[src/rtl/dds_pkg.sv]
// Shared types, constants and register map for the differential-drive speed ramp.
package dds_pkg;

    // Field widths
    localparam int unsigned VEL_W      = 16;
    localparam int unsigned CODE_W     = 16;
    localparam int unsigned CFG_W      = 15;
    localparam int unsigned GAIN_W     = 24;
    localparam int unsigned CFG_DATA_W = 24;
    localparam int unsigned CFG_IDX_W  = 3;

    // Wheel speed is v * 2^VS_SHIFT, motor code is gain * wheel / 2^CODE_SHIFT
    localparam int unsigned VS_SHIFT   = 8;
    localparam int unsigned CODE_SHIFT = 24;

    localparam int unsigned HALF_BASE_Q_DEF = 256;

    // Request queue between front and back end
    localparam int unsigned Q_DEPTH = 2;
    localparam int unsigned Q_AW    = (Q_DEPTH > 1) ? $clog2(Q_DEPTH) : 1;

    // Configuration register indexes
    localparam logic [CFG_IDX_W-1:0] CFG_ACCEL_STEP  = 3'd0;
    localparam logic [CFG_IDX_W-1:0] CFG_ACCEL_LIMIT = 3'd1;
    localparam logic [CFG_IDX_W-1:0] CFG_DECEL_STEP  = 3'd2;
    localparam logic [CFG_IDX_W-1:0] CFG_DECEL_LIMIT = 3'd3;
    localparam logic [CFG_IDX_W-1:0] CFG_SPEED_TOL   = 3'd4;
    localparam logic [CFG_IDX_W-1:0] CFG_SPEED_LIMIT = 3'd5;
    localparam logic [CFG_IDX_W-1:0] CFG_LEFT_GAIN   = 3'd6;
    localparam logic [CFG_IDX_W-1:0] CFG_RIGHT_GAIN  = 3'd7;

    // Configuration reset values
    localparam logic [CFG_W-1:0]  RST_ACCEL_STEP  = 15'd10;
    localparam logic [CFG_W-1:0]  RST_ACCEL_LIMIT = 15'd100;
    localparam logic [CFG_W-1:0]  RST_DECEL_STEP  = 15'd10;
    localparam logic [CFG_W-1:0]  RST_DECEL_LIMIT = 15'd100;
    localparam logic [CFG_W-1:0]  RST_SPEED_TOL   = 15'd10;
    localparam logic [CFG_W-1:0]  RST_SPEED_LIMIT = 15'd2048;
    localparam logic [GAIN_W-1:0] RST_LEFT_GAIN   = 24'd65536;
    localparam logic [GAIN_W-1:0] RST_RIGHT_GAIN  = 24'd65536;

    // Drive mode codes on the input channel
    typedef enum logic [1:0] {
        MODE_STOP    = 2'd0,
        MODE_RELEASE = 2'd1,
        MODE_CMD     = 2'd2,
        MODE_IDLE    = 2'd3
    } t_mode;

    // Work classes handed from front to back end
    typedef enum logic [1:0] {
        OP_RAMP    = 2'd0,
        OP_PASS    = 2'd1,
        OP_DISABLE = 2'd2
    } t_op;

    // Result kinds
    localparam logic KIND_WHEEL   = 1'b0;
    localparam logic KIND_DISABLE = 1'b1;

    typedef struct packed {
        t_op                      op;
        logic signed [VEL_W-1:0]  target_velocity;
        logic signed [VEL_W-1:0]  target_omega;
    } t_req;

    typedef struct packed {
        logic full;
        logic empty;
    } t_q_stat;

endpackage

[src/rtl/diff_drive_speed_ramp.sv]
// Top level of the differential-drive speed ramp: front end, request queue and back end.
//
// Each accepted tick request is classified by the front end in the cycle it arrives: idle
// ticks are dropped there and give no result, the rest enter a two-entry queue. The back
// end takes one request at a time and produces one result for it. A motor-disable request
// goes straight to the output step, a pass-through command runs the clamp, mix, multiply,
// code and output steps, and a ramped command or stop runs the acceleration, velocity and
// snap steps first; the output step waits while the output is stalled. The sequencer
// updates acceleration and velocity in separate steps and builds each wheel product from
// a low 25 x 18 and a high 25 x 10 partial multiply on a shared cycle counter. The front
// end keeps taking requests while the queue has room, even while a result is waiting.
module diff_drive_speed_ramp #(
    parameter int unsigned HALF_BASE_Q = dds_pkg::HALF_BASE_Q_DEF
) (
    input  logic                                  i_clk,
    input  logic                                  i_rst_n,
    input  logic                                  i_cfg_wr_en,
    input  logic [dds_pkg::CFG_IDX_W-1:0]         i_cfg_index,
    input  logic [dds_pkg::CFG_DATA_W-1:0]        i_cfg_wdata,
    input  logic                                  i_in_valid,
    output logic                                  o_in_stall,
    input  logic [1:0]                            i_drive_mode,
    input  logic                                  i_use_profile,
    input  logic signed [dds_pkg::VEL_W-1:0]      i_target_velocity,
    input  logic signed [dds_pkg::VEL_W-1:0]      i_target_omega,
    output logic                                  o_out_valid,
    input  logic                                  i_out_stall,
    output logic                                  o_result_kind,
    output logic signed [dds_pkg::CODE_W-1:0]     o_left_speed_code,
    output logic signed [dds_pkg::CODE_W-1:0]     o_right_speed_code
);
    import dds_pkg::*;

    logic    w_push;
    logic    w_pop;
    t_req    w_push_req;
    t_req    w_head;
    t_q_stat w_q_stat;

    dds_front u_front (
        .i_in_valid        (i_in_valid),
        .i_drive_mode      (i_drive_mode),
        .i_use_profile     (i_use_profile),
        .i_target_velocity (i_target_velocity),
        .i_target_omega    (i_target_omega),
        .i_q_stat          (w_q_stat),
        .o_in_stall        (o_in_stall),
        .o_push            (w_push),
        .o_push_req        (w_push_req)
    );

    dds_queue u_queue (
        .i_clk      (i_clk),
        .i_rst_n    (i_rst_n),
        .i_push     (w_push),
        .i_push_req (w_push_req),
        .i_pop      (w_pop),
        .o_head     (w_head),
        .o_stat     (w_q_stat)
    );

    dds_back #(
        .HALF_BASE_Q (HALF_BASE_Q)
    ) u_back (
        .i_clk              (i_clk),
        .i_rst_n            (i_rst_n),
        .i_cfg_wr_en        (i_cfg_wr_en),
        .i_cfg_index        (i_cfg_index),
        .i_cfg_wdata        (i_cfg_wdata),
        .i_q_stat           (w_q_stat),
        .i_head             (w_head),
        .o_pop              (w_pop),
        .o_out_valid        (o_out_valid),
        .i_out_stall        (i_out_stall),
        .o_result_kind      (o_result_kind),
        .o_left_speed_code  (o_left_speed_code),
        .o_right_speed_code (o_right_speed_code)
    );

    // The queue is never written when full nor read when empty.
    a_push_not_full: assert property (@(posedge i_clk) disable iff (!i_rst_n)
        w_push |-> !w_q_stat.full)
        else $error("request pushed into a full queue");

    a_pop_not_empty: assert property (@(posedge i_clk) disable iff (!i_rst_n)
        w_pop |-> !w_q_stat.empty)
        else $error("request popped from an empty queue");

    // Idle ticks are accepted but never queued.
    a_idle_dropped: assert property (@(posedge i_clk) disable iff (!i_rst_n)
        (i_in_valid && !o_in_stall && (i_drive_mode == MODE_IDLE)) |-> !w_push)
        else $error("idle tick entered the request queue");

    // A motor-disable result always carries zero wheel codes.
    a_disable_zero: assert property (@(posedge i_clk) disable iff (!i_rst_n)
        (o_out_valid && (o_result_kind == KIND_DISABLE))
            |-> (o_left_speed_code == '0) && (o_right_speed_code == '0))
        else $error("disable result with non-zero wheel codes");

endmodule

[src/rtl/dds_front.sv]
// Front end: takes tick requests, drops idle ones and classifies the rest for the back end.
module dds_front (
    input  logic                             i_in_valid,
    input  logic [1:0]                       i_drive_mode,
    input  logic                             i_use_profile,
    input  logic signed [dds_pkg::VEL_W-1:0] i_target_velocity,
    input  logic signed [dds_pkg::VEL_W-1:0] i_target_omega,
    input  dds_pkg::t_q_stat                 i_q_stat,
    output logic                             o_in_stall,
    output logic                             o_push,
    output dds_pkg::t_req                    o_push_req
);
    import dds_pkg::*;

    logic take;

    assign o_in_stall = i_q_stat.full;
    assign take       = i_in_valid && !i_q_stat.full;

    always_comb begin
        o_push                     = 1'b0;
        o_push_req.op              = OP_RAMP;
        o_push_req.target_velocity = i_target_velocity;
        o_push_req.target_omega    = i_target_omega;
        case (i_drive_mode)
            MODE_STOP: begin
                // Stop ramps towards standstill with no turn, whatever was commanded.
                o_push                     = take;
                o_push_req.target_velocity = '0;
                o_push_req.target_omega    = '0;
            end
            MODE_RELEASE: begin
                o_push        = take;
                o_push_req.op = OP_DISABLE;
            end
            MODE_CMD: begin
                o_push        = take;
                o_push_req.op = i_use_profile ? OP_RAMP : OP_PASS;
            end
            default: begin
                // Idle ticks are absorbed here and never produce a result.
                o_push = 1'b0;
            end
        endcase
    end

endmodule

[src/rtl/dds_queue.sv]
// Short request queue that decouples the front end from the back end.
module dds_queue (
    input  logic             i_clk,
    input  logic             i_rst_n,
    input  logic             i_push,
    input  dds_pkg::t_req    i_push_req,
    input  logic             i_pop,
    output dds_pkg::t_req    o_head,
    output dds_pkg::t_q_stat o_stat
);
    import dds_pkg::*;

    t_req            r_slot [Q_DEPTH];
    logic [Q_AW-1:0] r_wr_ptr, n_wr_ptr;
    logic [Q_AW-1:0] r_rd_ptr, n_rd_ptr;
    logic [Q_AW:0]   r_count, n_count;

    function automatic logic [Q_AW-1:0] f_next(input logic [Q_AW-1:0] p);
        logic [Q_AW-1:0] res;
        if (p == Q_AW'(Q_DEPTH - 1)) begin
            res = '0;
        end else begin
            res = p + 1'b1;
        end
        return res;
    endfunction

    assign o_head       = r_slot[r_rd_ptr];
    assign o_stat.full  = (r_count == (Q_AW + 1)'(Q_DEPTH));
    assign o_stat.empty = (r_count == '0);

    always_comb begin
        n_wr_ptr = i_push ? f_next(r_wr_ptr) : r_wr_ptr;
        n_rd_ptr = i_pop ? f_next(r_rd_ptr) : r_rd_ptr;
        n_count  = r_count;
        if (i_push && !i_pop) begin
            n_count = r_count + 1'b1;
        end else if (i_pop && !i_push) begin
            n_count = r_count - 1'b1;
        end
    end

    always_ff @(posedge i_clk) begin
        if (!i_rst_n) begin
            r_wr_ptr <= '0;
            r_rd_ptr <= '0;
            r_count  <= '0;
        end else begin
            r_wr_ptr <= n_wr_ptr;
            r_rd_ptr <= n_rd_ptr;
            r_count  <= n_count;
        end
    end

    always_ff @(posedge i_clk) begin
        if (i_push) begin
            r_slot[r_wr_ptr] <= i_push_req;
        end
    end

endmodule

[src/rtl/dds_back.sv]
// Back end: ramp state, speed clamp, wheel mixing, gain multiply and the output register.
module dds_back #(
    parameter int unsigned HALF_BASE_Q = dds_pkg::HALF_BASE_Q_DEF
) (
    input  logic                                  i_clk,
    input  logic                                  i_rst_n,
    input  logic                                  i_cfg_wr_en,
    input  logic [dds_pkg::CFG_IDX_W-1:0]         i_cfg_index,
    input  logic [dds_pkg::CFG_DATA_W-1:0]        i_cfg_wdata,
    input  dds_pkg::t_q_stat                      i_q_stat,
    input  dds_pkg::t_req                         i_head,
    output logic                                  o_pop,
    output logic                                  o_out_valid,
    input  logic                                  i_out_stall,
    output logic                                  o_result_kind,
    output logic signed [dds_pkg::CODE_W-1:0]     o_left_speed_code,
    output logic signed [dds_pkg::CODE_W-1:0]     o_right_speed_code
);
    import dds_pkg::*;

    localparam int unsigned HB_W    = $clog2(HALF_BASE_Q + 1);
    localparam int unsigned TURN_W  = HB_W + 17;
    localparam int unsigned VS_W    = VEL_W + VS_SHIFT;
    localparam int unsigned WHEEL_W = ((TURN_W > VS_W) ? TURN_W : VS_W) + 1;
    localparam int unsigned LO_W    = 17;
    localparam int unsigned HI_W    = WHEEL_W - LO_W;
    localparam int unsigned LO_PW   = GAIN_W + LO_W + 2;
    localparam int unsigned HI_PW   = GAIN_W + 1 + HI_W;
    localparam int unsigned PROD_W  = (LO_PW > HI_PW) ? LO_PW : HI_PW;
    localparam int unsigned ACC_W   = WHEEL_W + GAIN_W + 1;
    localparam int unsigned Q_W     = ACC_W - CODE_SHIFT;

    localparam logic signed [HB_W:0]    HALF_BASE_S = (HB_W + 1)'(HALF_BASE_Q);
    localparam logic signed [Q_W-1:0]   Q_MAX       = Q_W'(32'sd32767);
    localparam logic signed [Q_W-1:0]   Q_MIN       = Q_W'(-32'sd32768);
    localparam logic signed [VEL_W:0]   V17_MAX     = 17'sd32767;
    localparam logic signed [VEL_W:0]   V17_MIN     = -17'sd32768;
    localparam logic signed [CODE_W-1:0] CODE_MAX   = 16'sh7FFF;
    localparam logic signed [CODE_W-1:0] CODE_MIN   = 16'sh8000;

    typedef enum logic [8:0] {
        ST_IDLE  = 9'b000000001,
        ST_ACC   = 9'b000000010,
        ST_VEL   = 9'b000000100,
        ST_SNAP  = 9'b000001000,
        ST_CLAMP = 9'b000010000,
        ST_MIX   = 9'b000100000,
        ST_MUL   = 9'b001000000,
        ST_CODE  = 9'b010000000,
        ST_SAT   = 9'b100000000
    } t_bstate;

    t_bstate r_state, n_state;

    logic [CFG_W-1:0]  r_accel_step, n_accel_step;
    logic [CFG_W-1:0]  r_accel_limit, n_accel_limit;
    logic [CFG_W-1:0]  r_decel_step, n_decel_step;
    logic [CFG_W-1:0]  r_decel_limit, n_decel_limit;
    logic [CFG_W-1:0]  r_speed_tol, n_speed_tol;
    logic [CFG_W-1:0]  r_speed_limit, n_speed_limit;
    logic [GAIN_W-1:0] r_left_gain, n_left_gain;
    logic [GAIN_W-1:0] r_right_gain, n_right_gain;

    logic signed [VEL_W-1:0] r_accel, n_accel;
    logic signed [VEL_W-1:0] r_vel, n_vel;

    t_req                      r_req, n_req;
    logic                      r_far, n_far;
    logic                      r_up, n_up;
    logic signed [VEL_W-1:0]   r_v, n_v;
    logic signed [TURN_W-1:0]  r_turn, n_turn;
    logic signed [WHEEL_W-1:0] r_wheel [2];
    logic signed [WHEEL_W-1:0] n_wheel [2];
    logic [1:0]                r_cnt, n_cnt;
    logic signed [PROD_W-1:0]  r_prod [2];
    logic signed [PROD_W-1:0]  n_prod [2];
    logic signed [ACC_W-1:0]   r_acc [2];
    logic signed [ACC_W-1:0]   n_acc [2];
    logic signed [Q_W-1:0]     r_q [2];
    logic signed [Q_W-1:0]     n_q [2];

    logic                     r_out_valid, n_out_valid;
    logic                     r_out_kind, n_out_kind;
    logic signed [CODE_W-1:0] r_out_left, n_out_left;
    logic signed [CODE_W-1:0] r_out_right, n_out_right;

    // Datapath helpers
    logic signed [VEL_W:0]     head_diff, snap_diff, clamp_abs_s;
    logic [VEL_W:0]            head_abs, snap_abs, clamp_abs;
    logic signed [VEL_W:0]     acc_step_s, acc_lim_s, dec_step_s, dec_lim_neg;
    logic signed [VEL_W:0]     acc_up, acc_dn, vel_sum, step17, tol_s, snap_tol;
    logic signed [VEL_W-1:0]   acc_new, vel_sat, v_sel, v_clamped;
    logic signed [TURN_W-1:0]  turn_c;
    logic signed [WHEEL_W-1:0] vs_c, turn_ext;
    logic [GAIN_W-1:0]         gain_sel [2];
    logic signed [LO_PW-1:0]   lo_prod [2];
    logic signed [HI_PW-1:0]   hi_prod [2];
    logic signed [Q_W-1:0]     q_c [2];
    logic signed [CODE_W-1:0]  right_sat, left_sat, left_code;
    logic                      out_free;

    function automatic logic signed [CODE_W-1:0] f_sat_q(input logic signed [Q_W-1:0] x);
        logic signed [CODE_W-1:0] res;
        if (x > Q_MAX) begin
            res = CODE_MAX;
        end else if (x < Q_MIN) begin
            res = CODE_MIN;
        end else begin
            res = x[CODE_W-1:0];
        end
        return res;
    endfunction

    function automatic logic [VEL_W:0] f_abs17(input logic signed [VEL_W:0] x);
        logic [VEL_W:0] res;
        res = (x < 0) ? 17'(-x) : 17'(x);
        return res;
    endfunction

    // Ramp decision for the request at the queue head, against the current velocity
    assign head_diff = 17'(i_head.target_velocity) - 17'(r_vel);
    assign head_abs  = f_abs17(head_diff);

    assign acc_step_s  = {2'b00, r_accel_step};
    assign acc_lim_s   = {2'b00, r_accel_limit};
    assign dec_step_s  = {2'b00, r_decel_step};
    assign dec_lim_neg = -$signed({2'b00, r_decel_limit});
    assign acc_up      = 17'(r_accel) + acc_step_s;
    assign acc_dn      = 17'(r_accel) - dec_step_s;

    always_comb begin
        if (r_up) begin
            acc_new = (acc_up < acc_lim_s) ? acc_up[VEL_W-1:0] : acc_lim_s[VEL_W-1:0];
        end else begin
            acc_new = (acc_dn > dec_lim_neg) ? acc_dn[VEL_W-1:0] : dec_lim_neg[VEL_W-1:0];
        end
    end

    assign vel_sum = 17'(r_vel) + 17'(r_accel);
    always_comb begin
        if (vel_sum > V17_MAX) begin
            vel_sat = CODE_MAX;
        end else if (vel_sum < V17_MIN) begin
            vel_sat = CODE_MIN;
        end else begin
            vel_sat = vel_sum[VEL_W-1:0];
        end
    end

    // The snap band widens to the step just taken when that step is larger.
    assign step17    = r_far ? 17'(r_accel) : '0;
    assign tol_s     = {2'b00, r_speed_tol};
    assign snap_tol  = (step17 > tol_s) ? step17 : tol_s;
    assign snap_diff = 17'(r_req.target_velocity) - 17'(r_vel);
    assign snap_abs  = f_abs17(snap_diff);

    assign v_sel       = (r_req.op == OP_RAMP) ? r_vel : r_req.target_velocity;
    assign clamp_abs_s = 17'(v_sel);
    assign clamp_abs   = f_abs17(clamp_abs_s);
    always_comb begin
        if (clamp_abs > {2'b00, r_speed_limit}) begin
            v_clamped = (v_sel > 0) ? $signed({1'b0, r_speed_limit})
                                    : $signed(16'(16'd0 - {1'b0, r_speed_limit}));
        end else begin
            v_clamped = v_sel;
        end
    end

    assign turn_c   = HALF_BASE_S * r_req.target_omega;
    assign vs_c     = WHEEL_W'($signed({r_v, {VS_SHIFT{1'b0}}}));
    assign turn_ext = WHEEL_W'(r_turn);

    assign gain_sel[0] = r_left_gain;
    assign gain_sel[1] = r_right_gain;

    // Each wheel product is built from a low unsigned and a high signed partial product.
    always_comb begin
        for (int k = 0; k < 2; k++) begin
            lo_prod[k] = $signed({1'b0, gain_sel[k]}) * $signed({1'b0, r_wheel[k][LO_W-1:0]});
            hi_prod[k] = $signed({1'b0, gain_sel[k]}) * $signed(r_wheel[k][WHEEL_W-1:LO_W]);
            // Shift rounds down; add one back for negative products with a remainder.
            q_c[k]     = Q_W'(r_acc[k] >>> CODE_SHIFT)
                         + Q_W'(r_acc[k][ACC_W-1] && (|r_acc[k][CODE_SHIFT-1:0]));
        end
    end

    assign right_sat = f_sat_q(r_q[1]);
    assign left_sat  = f_sat_q(r_q[0]);
    assign left_code = (left_sat == CODE_MIN) ? CODE_MAX : -left_sat;

    assign out_free = !r_out_valid || !i_out_stall;

    always_comb begin
        n_state       = r_state;
        n_accel_step  = r_accel_step;
        n_accel_limit = r_accel_limit;
        n_decel_step  = r_decel_step;
        n_decel_limit = r_decel_limit;
        n_speed_tol   = r_speed_tol;
        n_speed_limit = r_speed_limit;
        n_left_gain   = r_left_gain;
        n_right_gain  = r_right_gain;
        n_accel       = r_accel;
        n_vel         = r_vel;
        n_req         = r_req;
        n_far         = r_far;
        n_up          = r_up;
        n_v           = r_v;
        n_turn        = r_turn;
        n_wheel       = r_wheel;
        n_cnt         = r_cnt;
        n_prod        = r_prod;
        n_acc         = r_acc;
        n_q           = r_q;
        n_out_valid   = r_out_valid && i_out_stall;
        n_out_kind    = r_out_kind;
        n_out_left    = r_out_left;
        n_out_right   = r_out_right;
        o_pop         = 1'b0;

        if (i_cfg_wr_en) begin
            case (i_cfg_index)
                CFG_ACCEL_STEP:  n_accel_step  = i_cfg_wdata[CFG_W-1:0];
                CFG_ACCEL_LIMIT: n_accel_limit = i_cfg_wdata[CFG_W-1:0];
                CFG_DECEL_STEP:  n_decel_step  = i_cfg_wdata[CFG_W-1:0];
                CFG_DECEL_LIMIT: n_decel_limit = i_cfg_wdata[CFG_W-1:0];
                CFG_SPEED_TOL:   n_speed_tol   = i_cfg_wdata[CFG_W-1:0];
                CFG_SPEED_LIMIT: n_speed_limit = i_cfg_wdata[CFG_W-1:0];
                CFG_LEFT_GAIN:   n_left_gain   = i_cfg_wdata[GAIN_W-1:0];
                CFG_RIGHT_GAIN:  n_right_gain  = i_cfg_wdata[GAIN_W-1:0];
                default: ;
            endcase
        end

        case (r_state)
            ST_IDLE: begin
                if (!i_q_stat.empty) begin
                    o_pop = 1'b1;
                    n_req = i_head;
                    n_far = head_abs > {2'b00, r_speed_tol};
                    n_up  = head_diff > 0;
                    case (i_head.op)
                        OP_DISABLE: begin
                            n_accel = '0;
                            n_vel   = '0;
                            n_state = ST_SAT;
                        end
                        OP_RAMP:  n_state = ST_ACC;
                        OP_PASS:  n_state = ST_CLAMP;
                        default:  n_state = ST_IDLE;
                    endcase
                end
            end
            ST_ACC: begin
                if (r_far) begin
                    n_accel = acc_new;
                end
                n_state = ST_VEL;
            end
            ST_VEL: begin
                if (r_far) begin
                    n_vel = vel_sat;
                end
                n_state = ST_SNAP;
            end
            ST_SNAP: begin
                if (snap_abs <= 17'(snap_tol)) begin
                    n_vel   = r_req.target_velocity;
                    n_accel = '0;
                end
                n_state = ST_CLAMP;
            end
            ST_CLAMP: begin
                n_v     = v_clamped;
                n_turn  = turn_c;
                n_state = ST_MIX;
            end
            ST_MIX: begin
                n_wheel[0] = vs_c - turn_ext;
                n_wheel[1] = vs_c + turn_ext;
                n_cnt      = '0;
                n_state    = ST_MUL;
            end
            ST_MUL: begin
                // Multiply into the product register, accumulate the registered product in the next cycle.
                for (int k = 0; k < 2; k++) begin
                    case (r_cnt)
                        2'd0: n_prod[k] = PROD_W'(lo_prod[k]);
                        2'd1: begin
                            n_prod[k] = PROD_W'(hi_prod[k]);
                            n_acc[k]  = ACC_W'(r_prod[k]);
                        end
                        default: n_acc[k] = r_acc[k] + (ACC_W'(r_prod[k]) <<< LO_W);
                    endcase
                end
                n_cnt = r_cnt + 1'b1;
                if (r_cnt == 2'd2) begin
                    n_state = ST_CODE;
                end
            end
            ST_CODE: begin
                n_q     = q_c;
                n_state = ST_SAT;
            end
            ST_SAT: begin
                if (out_free) begin
                    n_out_valid = 1'b1;
                    if (r_req.op == OP_DISABLE) begin
                        n_out_kind  = KIND_DISABLE;
                        n_out_left  = '0;
                        n_out_right = '0;
                    end else begin
                        n_out_kind  = KIND_WHEEL;
                        n_out_left  = left_code;
                        n_out_right = right_sat;
                    end
                    n_state = ST_IDLE;
                end
            end
            default: n_state = ST_IDLE;
        endcase
    end

    always_ff @(posedge i_clk) begin
        if (!i_rst_n) begin
            r_state       <= ST_IDLE;
            r_out_valid   <= 1'b0;
            r_accel_step  <= RST_ACCEL_STEP;
            r_accel_limit <= RST_ACCEL_LIMIT;
            r_decel_step  <= RST_DECEL_STEP;
            r_decel_limit <= RST_DECEL_LIMIT;
            r_speed_tol   <= RST_SPEED_TOL;
            r_speed_limit <= RST_SPEED_LIMIT;
            r_left_gain   <= RST_LEFT_GAIN;
            r_right_gain  <= RST_RIGHT_GAIN;
            r_accel       <= '0;
            r_vel         <= '0;
        end else begin
            r_state       <= n_state;
            r_out_valid   <= n_out_valid;
            r_accel_step  <= n_accel_step;
            r_accel_limit <= n_accel_limit;
            r_decel_step  <= n_decel_step;
            r_decel_limit <= n_decel_limit;
            r_speed_tol   <= n_speed_tol;
            r_speed_limit <= n_speed_limit;
            r_left_gain   <= n_left_gain;
            r_right_gain  <= n_right_gain;
            r_accel       <= n_accel;
            r_vel         <= n_vel;
        end
    end

    always_ff @(posedge i_clk) begin
        r_req       <= n_req;
        r_far       <= n_far;
        r_up        <= n_up;
        r_v         <= n_v;
        r_turn      <= n_turn;
        r_wheel     <= n_wheel;
        r_cnt       <= n_cnt;
        r_prod      <= n_prod;
        r_acc       <= n_acc;
        r_q         <= n_q;
        r_out_kind  <= n_out_kind;
        r_out_left  <= n_out_left;
        r_out_right <= n_out_right;
    end

    assign o_out_valid        = r_out_valid;
    assign o_result_kind      = r_out_kind;
    assign o_left_speed_code  = r_out_left;
    assign o_right_speed_code = r_out_right;

endmodule
[config.mk]
export PLATFORM = sky130hd
export DESIGN_NAME = diff_drive_speed_ramp
export DESIGN_NICKNAME = d
export VERILOG_FILES = /design/src/rtl/dds_pkg.sv /design/src/rtl/diff_drive_speed_ramp.sv /design/src/rtl/dds_front.sv /design/src/rtl/dds_queue.sv /design/src/rtl/dds_back.sv
export SDC_FILE = /design/constraint.sdc
export NUM_CORES = 2
export LEC_CHECK = 0
export ABC_CLOCK_PERIOD_IN_PS = 8200
export BUFFER_PORTS_ARGS = -buffer_cell sky130_fd_sc_hd__buf_2
export CAP_MARGIN = 20
export CORE_MARGIN = 8
export CORE_UTILIZATION = 59
export DETAILED_ROUTE_END_ITERATION = 8
export PLACE_DENSITY = 0.86
export SLEW_MARGIN = 30
export SYNTH_ARGS = -nofsm -noshare
export SYNTH_HDL_FRONTEND = slang
export SYNTH_HIERARCHICAL = 1
export SYNTH_SLANG_ARGS = --single-unit
[constraint.sdc]
create_clock -name i_clk -period 8.2 [get_ports i_clk]
set_input_delay 0.82 -clock i_clk [delete_from_list [all_inputs] [get_ports i_clk]]
set_output_delay 0.82 -clock i_clk [all_outputs]
set_load 0.01 [all_outputs]
---- After elaboration in Yosys (flattened, before gate mapping) ----
Memories as Yosys holds them, arrays and structs flattened. A register that Yosys moved wholly into a read port is not among the register bits.
Index checks and enable logic that the tools add are counted.
word-level totals
  flip-flop bits (word level) ............. 583
  bits in writable memories ............... 68
  input port bits ......................... 67
  memories kept ........................... 1
operators by class
  add/sub/neg operators ................... 22
  $mul .................................... 4
  order comparisons ....................... 17
  equality and inequality tests ........... 32
  muxes and demuxes ....................... 53
  bitwise logic cells ..................... 2
  reductions and logical operators ........ 43
memory list
  memory          depth  bits a word  rd ports  clocked after Yosys merged registers in  wr ports  RTL line         RTL
  u_queue.r_slot  2      34           1         1                                        1         dds_queue.sv:13  t_req r_slot [Q_DEPTH];
operators by type and width
  kind                                                           count
  2-to-1 mux 16 bit                                              17
  case mux 52 bit (2 select lines)                               2
  case mux 43 bit (2 select lines)                               2
  adder 52 bit                                                   2
  case mux 16 bit (3 select lines)                               2
  2-to-1 mux 17 bit                                              5
  multiplier 24 x 17 -> 41 bit                                   2
  case mux 9 bit (9 select lines)                                1
  multiplier 25 x 8 -> 33 bit                                    2
  adder 28 x 1 -> 28 bit                                         2
  > comparator 28 x 16 -> 1 bit (second input constant)          2
  less-than comparator 28 x 16 -> 1 bit (second input constant)  2
  subtractor 16 x 16 -> 17 bit                                   3
  OR reduction 24 bit                                            2
  adder 16 x 16 -> 17 bit                                        2
  > comparator 17 x 15 -> 1 bit                                  2
  less-than comparator 17 x 1 -> 1 bit (second input constant)   2
  negation 17 bit                                                2
  2-to-1 mux 32 bit                                              1
  2-to-1 mux 15 bit                                              2
  2-to-1 mux 9 bit                                               3
  case mux 9 bit (3 select lines)                                1
  adder 24 x 24 -> 25 bit                                        1
  subtractor 24 x 24 -> 25 bit                                   1
  49 further kinds                                               110

---- Logic depth before layout (Yosys ltp) ----
  word-level depth ........................ 8
  depth in mapped cells ................... 29

---- Cells and area by module ----
Netlist, hierarchy kept.
modules (own cells, without submodules)
  module     times used  cells an instance  area an instance (um2)  sequential area each (um2)
  dds_back   1           6719               61216.2                 15014.4
  dds_queue  1           128                2671.3                  2142.1
  dds_front  1           44                 304.0                   0.0

---- Least setup slack after synthesis ----
No wires, ideal clock.
  path kind ............................... register to register
  from .................................... register u_back.r_state[1]
  to ...................................... register u_back.r_state[1]
  setup time .............................. 92 ps
  arrival time ............................ 7685 ps
  path slack .............................. 423 ps
  stages on the path, launching flop included .. 8
  path buffers ............................ 0
  clock period less this slack ............ 7777 ps
  cell sequence ........................... dfxtp_1 nor4_4 nand2_2 nor4b_1 or3_1 nor4_1 or2_2 nor4_1
on the way
  longest elaborated chain between the ends .. 3
  elaborated cells between the ends (all ways) .. 14
  those cells by class .................... eq/ne (12); mux (1); reduce/logical (1)
ends and longest elaborated chain
  item                                                                             RTL line         RTL
  start: declaration                                                               dds_back.sv:53   t_bstate r_state, n_state;
  start signal: assignment                                                         dds_back.sv:339  r_state <= n_state;
  == test 9 bit, or another cell as far along                                      dds_back.sv:235  case (r_state)
  != test 2 x 1 -> 1 bit (no source line) / != test 2 bit (equally long branches)  n/a
  AND reduction 3 bit (no source line)                                             n/a
Several ways; a longest one is shown, not always the timed one.
A chain may end at the register's enable or synchronous reset.

---- Final worst setup path ----
  from .................................... register u_back/r_wheel[35] (netlist name)
  to ...................................... register u_back/r_prod[77] (netlist name) (data pin)
on the way
  longest elaborated chain between the ends .. 2
ends and longest elaborated chain
  item                              RTL line         RTL
  start: declaration                dds_back.sv:72   logic signed [WHEEL_W-1:0] r_wheel [2];
  start signal: assignment          dds_back.sv:360  r_wheel <= n_wheel;
  multiplier 24 x 17 -> 41 bit      dds_back.sv:179  lo_prod[k] = $signed({1'b0, gain_sel[k]}) * $signed({1'b0, r_wheel[k][LO_W-1:0]});
  case mux 43 bit (2 select lines)  dds_back.sv:287  case (r_cnt)
  end signal: assignment            dds_back.sv:362  r_prod <= n_prod;
  end: declaration                  dds_back.sv:75   logic signed [PROD_W-1:0] r_prod [2];
Every way passes these cells.

==> impl_metrics.toml <==
[hold_path]
hold_path_depth = 3
hp-start = "i_cfg_wdata[20]"
hold_path_end = "u_back/r_left_gain[20]"
hold_path_class = "in2reg"

[pwr]
ir_drop_v = 0.0003410
internal_power_mw = 7.606
swShare_pct = 37.06
total_leakage_power_nw = 30.55
switchingPower_mw = 4.479
power_density_nw_per_um2 = 177.0
clkPwrFrac_pct = 26.6
p_total_mw = 12.09
p_seq_share_pct = 33.6
combPwrFrac_pct = 39.8

[outcome]
outcome = "completed"

[timing]
worstMarginPinSlew_ns = 1.095
hold_viol_final = 0
slew_headroom_pct = 27.01
min_period_ns = 7.088
rsz0062_at_grt = "false"
max_freq_ghz = 0.1411
finClkSkew_ns = 0.03232
period_share_pct = 86.44
drv_slew = 0
setup_tns_ns = 0
finalSetupViolations = 0

[worst_setup_path]
cp.required_ns = 8.59
worstPathMaxFanout = 30
end_kind = "register"
regToRegSetupSlack_ns = 1.11
startpoint_type = "register"
cp_data_arrival_time_ns = 7.47
rr_worst_depth = 24
reg2reg_from = "u_back/r_wheel[35]"
timing.rr.end = "u_back/r_prod[77]"
criticalPathCategory = "reg2reg"

[final_layout]
synthToLayoutAreaGrowth_pct = 6.337
multi_input_area_um2 = 42670
layout_commonest_cell = "inv_1"
final_cell_mix = "inv_1 (922), nand2_1 (803), ha_1 (650)"
fin_nets = 8149
n_fill_cell = 8510
drive_gt1_share_pct = 5.765
register_area_um2 = 17160

[floorplanning]
die_x_um = 345.8
core_area_um2 = 108400
die_h_um = 345.8
dieArea_um2 = 119600
initial_core_util_pct = 59.22
row_count = 121
io_pins = 102

[logic_synthesis]
ys_ff_latch = 633
synthDistinctLibCells = 112
syn_area_um2 = 64190
synth-async-reset-ratio_pct = 0
synth_edf_count = 448
ys.flop_type = "edfxtp_1"
ys_seq_area_share_pct = 26.73
syn_area_per_cell_um2 = 9.315
syn_inst = 6891
ys_warn_count = 6

[global_routing]
grt_max_degree = 118
antenna_found_initial = 7
grt_pass1_wl_um = 256400
grt-ovfl-total = 0
grt_pass1_vias = 50340
track_usage_pct = 26.12

[clock_network]
numCtsBuffers = 72
htreeDepth = 3
holdBufCountCts = 0
cts_max_path_buffers = 3
clock_latency_ns = 0.68
cts_tree = "done"
clk_pin_slew_worst_paths_ns = 0.08
cts_setup_buffers = 0
cts_resized = 0
cts.sinks = 633
cts_root_buffer = "clkbuf_16"

[placed_design]
portBuffers = 101
gp_congestion = 0.9512
dp_hpwl_um = 122800

[route]
vias_per_cell = 5.938
routedWlPerCell_um = 19.26
drtIter0Drc = 4090
first_pass_iters = 6
drt-total-wl_um = 160200
drc = 0
via_count = 49410
ant_nets = 0

[run]
cap_violations = 0
[worst max path at each step]
stage | startpoint | endpoint | slack (ns)
detailed placement | u_back/r_wheel[35] | u_back/r_prod[77] | 1.20
global route | u_back/r_wheel[35] | u_back/r_prod[77] | 0.79
floorplan | u_back/r_state[1] | u_back/r_state[1] | 0.42
finish | u_back/r_wheel[35] | u_back/r_prod[77] | 1.11
global placement | u_back/r_wheel[35] | u_back/r_prod[83] | 1.29
CTS | u_back/r_wheel[35] | u_back/r_prod[77] | 1.19
[cell type report]
class / count / share of cell area (%)
diodes: 3 / 0.01100
well taps: 1414 / 2.592
flip-flops and latches: 633 / 25.13
multi-input cells: 5075 / 62.51
clock inverters: 47 / 0.6141
repair buffers: 140 / 1.241
clock buffers: 86 / 2.823
inverters: 923 / 5.079
[synth_stat cells (15+ instances only)]
cell type / number / area, µm²
a211oi_1: 33 / 247.7
a21o_1: 114 / 855.8
a21oi_1: 407 / 2037
a221o_1: 15 / 150.1
a31oi_1: 39 / 244.0
and2_1: 539 / 3372
and3_1: 41 / 256.5
clkbuf_1: 221 / 829.6
dfxtp_1: 185 / 3704
edfxtp_1: 448 / 13450
fa_1: 585 / 11710
ha_1: 652 / 8158
inv_1: 922 / 3461
mux2_2: 50 / 563.0
mux2i_1: 48 / 480.5
nand2_1: 803 / 3014
nand2b_1: 93 / 581.8
nand3_1: 92 / 460.4
nand4_1: 46 / 287.8
nor2_1: 306 / 1149
nor2b_1: 92 / 575.6
nor3_1: 63 / 315.3
nor4_1: 31 / 193.9
o211ai_1: 27 / 202.7
o21a_1: 56 / 420.4
o21ai_0: 228 / 1141
o21ai_1: 31 / 155.2
o21bai_1: 32 / 240.2
o31ai_1: 24 / 180.2
or3_1: 19 / 118.9
xnor2_1: 222 / 1944
xor2_1: 136 / 1191
[cell families (layout without fill, tap and decap cells)]
| group | after synthesis | count (layout) | share of synthesized area [%] |
|---|---|---|---|
| AND/OR/NAND/NOR | 2206 | 2206 | 17.12 |
| adder cells (fa/ha/maj) | 1238 | 1238 | 30.97 |
| buffers and inverters | 1184 | 1196 | 7.042 |
| AO/OA/AOI/OAI | 1171 | 1171 | 11.58 |
| flip-flops | 633 | 633 | 26.73 |
| XOR/XNOR | 359 | 359 | 4.910 |
| multiplexers | 99 | 99 | 1.647 |
| other | 1 | 5 | 0.005842 |
[flip-flops by register name (all words and copies together), names as in the netlist, 9 cells and up, named ones only]
signal / count
u_queue/r_slot: 68
u_back/r_accel_step: 15
u_back/r_accel_limit: 15
u_back/r_v: 16
u_back/r_wheel: 33
u_back/r_vel: 16
u_back/r_speed_limit: 15
u_back/r_acc: 104
u_back/r_decel_step: 15
u_back/r_state: 9
u_back/r_turn: 16
u_back/r_speed_tol: 15
u_back/o_left_speed_code: 16
u_back/r_decel_limit: 15
u_back/r_prod: 84
u_back/r_left_gain: 24
u_back/r_q: 56
u_back/r_right_gain: 24
u_back/r_req: 34
u_back/o_right_speed_code: 16
u_back/r_accel: 16
[through the flow]
step,area (µm²),std cells,worst slack (ns),hold WS (ns),util (%)
6_report,68260,8321,1.112,0.3897,62.97
5_1_grt,68260,8320,0.7903,0.3856,62.97
4_1_cts,68130,8312,1.185,0.3540,62.85
3_5_place_dp,65780,8179,1.203,0.4045,60.69
3_3_place_gp,65730,8178,1.291,0.4045,60.64
2_1_floorplan,64200,6892,0.4233,0.4003,-
[power by group through the flow]
stage / Clock, mW / Sequential (mW) / Combinational (mW)
after floorplan: 0 / 4.00 / 3.71
after global placement: 0 / 4.11 / 4.50
after detailed placement: 0 / 4.12 / 4.69
after CTS: 3.26 / 4.05 / 4.73
after global routing: 3.37 / 4.08 / 5.33
final: 3.21 / 4.06 / 4.81
[worst max-delay path, cell delays in order, from the launching register on]
cell and delay (ns):
edfxtp_1 0.83, buf_4 0.48, nand2_1 0.12, fa_1 0.39, inv_1 0.08, fa_1 0.43, ha_1 0.29, inv_1 0.05
fa_1 0.53, inv_1 0.04, ha_1 0.29, ha_1 0.31, ha_1 0.25, fa_1 0.42, a21oi_2 0.19, a2bb2oi_2 0.17
a21oi_1 0.11, a31oi_1 0.25, nor2_1 0.10, o41a_1 0.38, a221o_1 0.44, a21oi_1 0.28, o21ai_1 0.13, xnor2_1 0.17
o21ai_1 0.07
[per-layer routing]
layer | track usage, % | vias up | share of wire, %
li1 | - | 22810 | -
met1 | 32.44 | 23920 | 40
met2 | 43.55 | 2177 | 47
met3 | 5.608 | 498 | 8.7
met4 | 12.03 | 4 | 4.9
met5 | 0 | - | 0.017
No activity file was read; power rests on OpenSTA's default activity.
